## src/tgs_pkg.sv

```systemverilog
// ----------------------------------------------------------------------------
// tgs_pkg
// Types, codes and result builders for the transfer group sequencer.
// ----------------------------------------------------------------------------
package tgs_pkg;

  localparam logic [1:0] CMD_ENQUEUE  = 2'd0;
  localparam logic [1:0] CMD_FINISHED = 2'd1;
  localparam logic [1:0] CMD_DETACH   = 2'd2;
  localparam logic [1:0] CMD_ATTACH   = 2'd3;

  localparam logic KIND_START  = 1'b0;
  localparam logic KIND_FINISH = 1'b1;

  localparam logic [1:0] ST_COMPLETED = 2'd0;
  localparam logic [1:0] ST_REJECTED  = 2'd1;
  localparam logic [1:0] ST_STOPPED   = 2'd2;
  localparam logic [1:0] ST_ABORTED   = 2'd3;

  localparam int unsigned CFG_W = 5;

  typedef struct packed {
    logic [1:0]  command;
    logic [15:0] group_id;
    logic [7:0]  transfer_count;
    logic        continue_on_error;
    logic [7:0]  finished_tag;
    logic        transfer_passed;
    logic        device_fault;
  } in_item_t;

  typedef struct packed {
    logic        kind;
    logic [15:0] out_group;
    logic [7:0]  transfer_index;
    logic [7:0]  start_tag;
    logic [1:0]  finish_status;
    logic        last;
  } out_item_t;

  typedef enum logic [1:0] {
    S_IDLE,
    S_REJECT,
    S_READ,
    S_EVAL
  } state_t;

  typedef enum logic [1:0] {
    OP_START,
    OP_STOP,
    OP_ABORT
  } op_t;

  function automatic out_item_t make_finish(input logic [15:0] gid,
                                            input logic [1:0] status,
                                            input logic is_last);
    out_item_t r;
    r.kind           = KIND_FINISH;
    r.out_group      = gid;
    r.transfer_index = 8'd0;
    r.start_tag      = 8'd0;
    r.finish_status  = status;
    r.last           = is_last;
    return r;
  endfunction

  function automatic out_item_t make_start(input logic [15:0] gid,
                                           input logic [7:0] idx,
                                           input logic [7:0] tag);
    out_item_t r;
    r.kind           = KIND_START;
    r.out_group      = gid;
    r.transfer_index = idx;
    r.start_tag      = tag;
    r.finish_status  = ST_COMPLETED;
    r.last           = 1'b1;
    return r;
  endfunction

endpackage

```

## src/transfer_group_sequencer_unit.sv

```systemverilog
// ----------------------------------------------------------------------------
// transfer_group_sequencer_unit
// Queue of transfer groups; starts one transfer at a time, reports finishes.
// ----------------------------------------------------------------------------
// An enqueue into a queue whose head transfer is already running is taken
// straight in the idle state. Any command that makes the block look at the
// head group handles each group visited with a slot memory read, then one
// compare in the shared evaluation step; a failed transfer in a group that
// continues on error is evaluated again as a start in that step. Starting a
// transfer from the head group after an enqueue or a finish passes through
// the read and evaluation steps, a rejected enqueue through the reject step,
// and an abort visits every queued group, up to min(QUEUE_DEPTH, 16). A step
// that emits a result waits while the output register is still held; the next
// item is accepted while the last result waits to be taken.
module transfer_group_sequencer_unit #(
  parameter int unsigned QUEUE_DEPTH   = 16,
  parameter int unsigned MAX_TRANSFERS = 255
) (
  input  logic                      clk,
  input  logic                      rst,
  input  logic                      cfg_valid,
  output logic                      cfg_ready,
  input  logic [tgs_pkg::CFG_W-1:0] cfg_data,
  input  logic                      in_valid,
  output logic                      in_ready,
  input  tgs_pkg::in_item_t         in_data,
  output logic                      out_valid,
  input  logic                      out_ready,
  output tgs_pkg::out_item_t        out_data
);
  import tgs_pkg::*;

  localparam int unsigned CAP   = (QUEUE_DEPTH < 16) ? QUEUE_DEPTH : 16;
  localparam int unsigned PTR_W = $clog2(CAP);
  localparam int unsigned CNT_W = $clog2(CAP + 1);
  localparam int unsigned SUM_W = CNT_W + 1;

  // slot memory
  logic [15:0] ids    [CAP];
  logic [7:0]  counts [CAP];
  logic        modes  [CAP];

  logic [15:0] rd_id;
  logic [7:0]  rd_count;
  logic        rd_mode;

  state_t            state, state_next;
  op_t               op, op_next;
  logic [PTR_W-1:0]  head, head_next;
  logic [CNT_W-1:0]  occ, occ_next;
  logic [7:0]        pos, pos_next;
  logic              busy, busy_next;
  logic [7:0]        tag, tag_next;
  logic              dev_open, dev_open_next;
  logic [CFG_W-1:0]  pending_limit;
  logic [15:0]       hold_gid, hold_gid_next;
  logic              out_valid_next;
  out_item_t         out_data_next;

  logic              wr_en;
  logic [PTR_W-1:0]  tail;
  logic [SUM_W-1:0]  tail_sum;
  logic [PTR_W-1:0]  head_inc;
  logic              enq_ok;
  logic              out_free;
  logic              last_group;
  logic              pop;

  assign cfg_ready = 1'b1;
  assign out_free  = !out_valid || out_ready;
  assign last_group = (occ == CNT_W'(1));

  assign tail_sum = SUM_W'(head) + SUM_W'(occ);
  assign tail     = (tail_sum >= SUM_W'(CAP)) ? PTR_W'(tail_sum - SUM_W'(CAP))
                                              : PTR_W'(tail_sum);
  assign head_inc = (head == PTR_W'(CAP - 1)) ? '0 : head + PTR_W'(1);

  assign enq_ok = dev_open
                  && (in_data.transfer_count != 8'd0)
                  && (32'(in_data.transfer_count) <= MAX_TRANSFERS)
                  && ((pending_limit == '0) || (CFG_W'(occ) < pending_limit))
                  && (occ < CNT_W'(CAP));

  always_comb begin
    state_next     = state;
    op_next        = op;
    head_next      = head;
    occ_next       = occ;
    pos_next       = pos;
    busy_next      = busy;
    tag_next       = tag;
    dev_open_next  = dev_open;
    hold_gid_next  = hold_gid;
    out_valid_next = out_valid && !out_ready;
    out_data_next  = out_data;
    wr_en          = 1'b0;
    in_ready       = 1'b0;
    pop            = 1'b0;

    unique case (state)
      S_IDLE: begin
        in_ready = 1'b1;
        if (in_valid) begin
          unique case (in_data.command)
            CMD_ENQUEUE: begin
              if (!enq_ok) begin
                hold_gid_next = in_data.group_id;
                state_next    = S_REJECT;
              end else begin
                wr_en    = 1'b1;
                occ_next = occ + CNT_W'(1);
                op_next  = OP_START;
                if (!busy) state_next = S_READ;
              end
            end
            CMD_FINISHED: begin
              if (busy && in_data.finished_tag == tag) begin
                busy_next = 1'b0;
                if (occ != '0) begin
                  state_next = S_READ;
                  if (in_data.device_fault) op_next = OP_ABORT;
                  else if (!in_data.transfer_passed) op_next = OP_STOP;
                  else op_next = OP_START;
                end
              end
            end
            CMD_DETACH: begin
              busy_next     = 1'b0;
              dev_open_next = 1'b0;
              if (occ != '0) begin
                op_next    = OP_ABORT;
                state_next = S_READ;
              end
            end
            CMD_ATTACH: begin
              dev_open_next = 1'b1;
            end
            default: ;
          endcase
        end
      end

      S_REJECT: begin
        if (out_free) begin
          out_valid_next = 1'b1;
          out_data_next  = make_finish(hold_gid, ST_REJECTED, 1'b1);
          state_next     = S_IDLE;
        end
      end

      S_READ: begin
        state_next = S_EVAL;
      end

      S_EVAL: begin
        if (out_free) begin
          unique case (op)
            OP_ABORT: begin
              out_valid_next = 1'b1;
              out_data_next  = make_finish(rd_id, ST_ABORTED, last_group);
              pop            = 1'b1;
            end
            OP_STOP: begin
              op_next = OP_START;
              if (!rd_mode) begin
                out_valid_next = 1'b1;
                out_data_next  = make_finish(rd_id, ST_STOPPED, last_group);
                pop            = 1'b1;
              end
            end
            OP_START: begin
              out_valid_next = 1'b1;
              if (pos < rd_count) begin
                out_data_next = make_start(rd_id, pos, tag + 8'd1);
                tag_next      = tag + 8'd1;
                pos_next      = pos + 8'd1;
                busy_next     = 1'b1;
                state_next    = S_IDLE;
              end else begin
                out_data_next = make_finish(rd_id, ST_COMPLETED, last_group);
                pop           = 1'b1;
              end
            end
            default: ;
          endcase
          if (pop) begin
            head_next  = head_inc;
            occ_next   = occ - CNT_W'(1);
            pos_next   = 8'd0;
            state_next = last_group ? S_IDLE : S_READ;
          end
        end
      end

      default: state_next = S_IDLE;
    endcase
  end

  always_ff @(posedge clk) begin
    if (rst) begin
      state         <= S_IDLE;
      op            <= OP_START;
      head          <= '0;
      occ           <= '0;
      pos           <= 8'd0;
      busy          <= 1'b0;
      tag           <= 8'd0;
      dev_open      <= 1'b0;
      pending_limit <= '0;
      out_valid     <= 1'b0;
    end else begin
      state     <= state_next;
      op        <= op_next;
      head      <= head_next;
      occ       <= occ_next;
      pos       <= pos_next;
      busy      <= busy_next;
      tag       <= tag_next;
      dev_open  <= dev_open_next;
      out_valid <= out_valid_next;
      if (cfg_valid && cfg_ready) pending_limit <= cfg_data;
    end
  end

  always_ff @(posedge clk) begin
    hold_gid <= hold_gid_next;
    out_data <= out_data_next;
  end

  always_ff @(posedge clk) begin
    if (wr_en) begin
      ids[tail]    <= in_data.group_id;
      counts[tail] <= in_data.transfer_count;
      modes[tail]  <= in_data.continue_on_error;
    end
  end

  always_ff @(posedge clk) begin
    if (state == S_READ) begin
      rd_id    <= ids[head];
      rd_count <= counts[head];
      rd_mode  <= modes[head];
    end
  end

endmodule
```

## config.mk

```make
export PLATFORM = sky130hd
export DESIGN_NAME = transfer_group_sequencer_unit
export DESIGN_NICKNAME = d
export VERILOG_FILES = /design/src/tgs_pkg.sv /design/src/transfer_group_sequencer_unit.sv
export SDC_FILE = /design/constraint.sdc
export NUM_CORES = 1
export LEC_CHECK = 0
export BUFFER_PORTS_ARGS = -buffer_cell sky130_fd_sc_hd__buf_2
export CAP_MARGIN = 20
export CORE_MARGIN = 1.5
export CORE_UTILIZATION = 55
export CTS_BUF_LIST = sky130_fd_sc_hd__clkbuf_2 sky130_fd_sc_hd__clkbuf_4 sky130_fd_sc_hd__clkbuf_8
export DETAILED_ROUTE_END_ITERATION = 8
export MAX_ROUTING_LAYER = met4
export PLACE_DENSITY = 0.73
export SLEW_MARGIN = 20
export SYNTH_ARGS = -nofsm -noshare
export SYNTH_HDL_FRONTEND = slang
export SYNTH_SLANG_ARGS = --single-unit
```

## constraint.sdc

```tcl
create_clock -name clk -period 4.1 [get_ports clk]
set_clock_uncertainty 0.15 [all_clocks]
set_input_delay 0.615 -clock clk [delete_from_list [all_inputs] [get_ports clk]]
set_output_delay 0.615 -clock clk [all_outputs]
set_load 0.01 [all_outputs]
```

==> results by group <==
Critical path
  – Flop2flop setup slack: 0.75 ns
  – Critical path depth: 7
  – CP Capture Type: flop
  – CP max FO: 16
  – Worst Path Required: 4.26 ns
  – FF-to-FF End: ids[9][0]$_DFFE_PP_
  – Critical Path End: ids[9][0]$_DFFE_PP_
  – Setup CP Type: reg2reg
  – Worst reg2reg path depth: 7
  – Slowest cell on crit path: dfxtp_1
  – Arr. time, crit path: 3.51 ns
  – WP buf/inv: 1
  – Crit-path cells: ha_1, a2111oi_2, o311ai_1, nor2_1, nand3_1, nor2_4, buf_12
  – Worst path max stage delay: 0.54 ns
  – Cell family with most CP delay: simple AND/OR/NAND/NOR gates
  – Crit path from: occ[1]$_SDFFE_PP0P_
  – Critical Path Start Type: flop
  – Reg-to-reg critical path startpoint: occ[1]$_SDFFE_PP0P_

Routing
  – DR vias: 10200
  – Initial DRC count: 933
  – TritonRoute pass-1 iters: 7
  – DR WL/cell: 24.3 um
  – Vias per std cell: 5.96
  – Drt total wl: 41600 um
  – Antenna-violating nets left: 0
  – DRC viols: 0

Timing
  – Slew Limit Headroom: 0.262
  – Setup ws final: 0.752 ns
  – Fin. Hold Viols: 0
  – Setup violations, final: 0
  – Worst slew pin tran: 1.11 ns
  – Unrepaired setup endpoints after global routing: false
  – Final cycle utilization of the critical path: 0.816
  – Peak Freq: 0.299 GHz
  – Max-slew violations: 0
  – Final critical delay including setup and external delays: 3.35 ns
  – Fin Setup TNS: 0 ns

Synth
  – Mapped cell area: 20500 um^2
  – Yosys cell types: 63
  – Share of the synthesized area in the top cell type: 0.700
  – Yosys Warn Count: 0
  – Post-synth EDFFs: 477
  – Synth cell count leaders: 477 x edfxtp_1, 125 x mux4_2, 56 x nor2_1
  – Count leader, synth: edfxtp_1
  – Synth Net Count: 1112
  – Fraction of registers with async set/reset: 0
  – Post-synth top flop: edfxtp_1
  – Fraction of the yosys area taken by sequential cells: 0.736
  – Largest cells by area after synthesis: edfxtp_1 70%, mux4_2 14%, dfxtp_1 3.6%
  – Post-synthesis cell count: 1030
  – #FFs+latches synth: 514
  – Mean Syn Cell Area: 19.9 um^2
  – Cell taking the most area after synthesis: edfxtp_1

GRT
  – First-pass GRT wire length: 63600 um
  – Congestion Overflow GR: 0
  – Pin count of the biggest net entering global routing: 105
  – Vias in the first global route: 10700
  – Initial antenna violation count: 1
  – All-Layer GR Usage: 0.234

Pwr
  – Net Sw Frac: 0.236
  – Cell internal pwr: 8.49 mW
  – Power Density: 476 nW/um^2
  – Leakage Power: 7.64 nW
  – Clock power share: 0.371
  – Psw: 2.62 mW
  – Peak supply drop: 0.268 mV
  – Logic pwr share: 0.082
  – Flop pwr share: 0.547

Die
  – Starting Density: 0.559
  – Die Y: 196 um
  – Ports: 86
  – Full die area: 38400 um^2
  – Width of the die: 196 um
  – Placeable core area: 36600 um^2
  – Rows: 70

Clock tree
  – Post-CTS Hold Buffers: 0
  – Clock buffer depth: 3
  – CTS tree: done
  – Clk_lat worst skew: 0.63 ns
  – H-Tree Level Count: 3
  – CTS root buf: clkbuf_8
  – Post-CTS setup repair buffer count: 0
  – TritonCTS Sinks: 514
  – CTS buffer count: 81
  – Clock Pin Slew Worst Setup and Hold Paths: 0.06 ns
  – Cts repair resizes: 0

Cells and area
  – Final #Nets: 1268
  – Final core occ: 0.638
  – Share of layout cells above drive strength 1: 0.339
  – Area growth, synth to finish: 14.1%

Placed design
  – RD Place Congestion: 0.803
  – Hpwl dp: 24300 um
  – PortBufs: 84
  – Worst slack, placed: 0.607 ns

Min path
  – Worst hold start: cfg_data[3]
  – Worst Hold Class: in2reg

Run status
  – Outcome: finished, final reports clean

Run
  – Max cap viols: 0
==> state kept, by name, summed over array words and instances (netlist names), 4 cells and up <==
signal	count
pending_limit	5
occ	5
counts	128
hold_gid	16
ids	256
rd_id	16
out_data	36
pos	8
rd_count	8
head	4
tag	8
modes	16
==> metal layers <==
layer | track usage | up-vias | part of all wire | routed length (um)
met1 | 0.315 | 5275 | 0.42 | 17500
met3 | 0.0433 | 64 | 0.073 | 3040
met5 | - | - | 0 | 0
met2 | 0.368 | 370 | 0.49 | 20300
met4 | 0.0732 | 0 | 0.018 | 750
li1 | - | 4515 | - | -
==> cells by family (layout without fill, tap and decap cells) <==
logic type / Yosys count / count (layout) / share of synthesized area
compound gates: 59 / 59 / 0.0227
other cells: 1 / 2 / 0.000183
xor+xnor: 33 / 33 / 0.0141
simple gates: 164 / 164 / 0.0391
mux: 153 / 153 / 0.152
flops: 514 / 514 / 0.736
buf+inv: 71 / 287 / 0.0138
fa+ha+maj: 35 / 35 / 0.0218
==> power groups by stage <==
stage          Sequential, mW  Clock (mW)  Combinational, mW
2_1_floorplan            6.24           0              0.445
3_3_place_gp             6.18           0              0.899
3_5_place_dp             6.19           0              0.913
4_1_cts                  6.08        4.22              0.918
5_1_grt                  6.10        4.44              0.994
6_report                 6.08        4.13              0.913
==> tightest hold or removal path: cells and delay by family <==
kind,cells,cell delay [ns]
buffers and inverters,1,0.08
muxes,1,0.06
and+or+nand+nor,1,0.07
==> layout make-up <==
class	instances	area, um^2
fill	2521	13200
tap	468	586
multi-input combinational	445	5250
clock inverter	34	199
sequential	514	15100
antenna	1	2.50
timing repair buffer	116	798
clock buffer	109	1350
inverter	28	105
==> worst min-delay path by stage <==
stage,end,slack (ns),cells after the start
after floorplan,dev_open$_SDFFE_PP0P_,0.30,2
after CTS,pending_limit[3]$_SDFFE_PP0P_,0.04,3
after global routing,pending_limit[2]$_SDFFE_PP0P_,0.07,3
after detailed placement,busy$_SDFFE_PP0P_,0.36,2
final,pending_limit[3]$_SDFFE_PP0P_,0.08,3
after global placement,state[1]$_SDFFE_PP0P_,0.35,2
==> stage by stage <==
step                      instances  instance area (um^2)  hold slack [ns]  power, mW
after CTS                      1714                 23400           0.0410       11.2
final                          1715                 23400           0.0776       11.1
after global placement         1571                 21800            0.347       7.08
after global routing           1715                 23400           0.0746       11.5
after detailed placement       1571                 21800            0.361       7.10
after floorplan                1030                 20500            0.305       6.68
==> placed cells by master, fill, tap and decap left out, types with 14 or more instances in the layout <==
| cell | instances |
|---|---|
| mux4_2 | 125 |
| edfxtp_1 | 477 |
| mux2_2 | 18 |
| dfxtp_1 | 33 |
| clkinv_1 | 15 |
| inv_1 | 28 |
| xor2_1 | 21 |
| ha_1 | 33 |
| buf_2 | 84 |
| and3_1 | 14 |
| nor3_1 | 15 |
| clkbuf_4 | 24 |
| clkbuf_8 | 85 |
| nand2_1 | 25 |
| buf_4 | 21 |
| nor2_1 | 42 |
No activity file was read; power rests on OpenSTA's default activity.
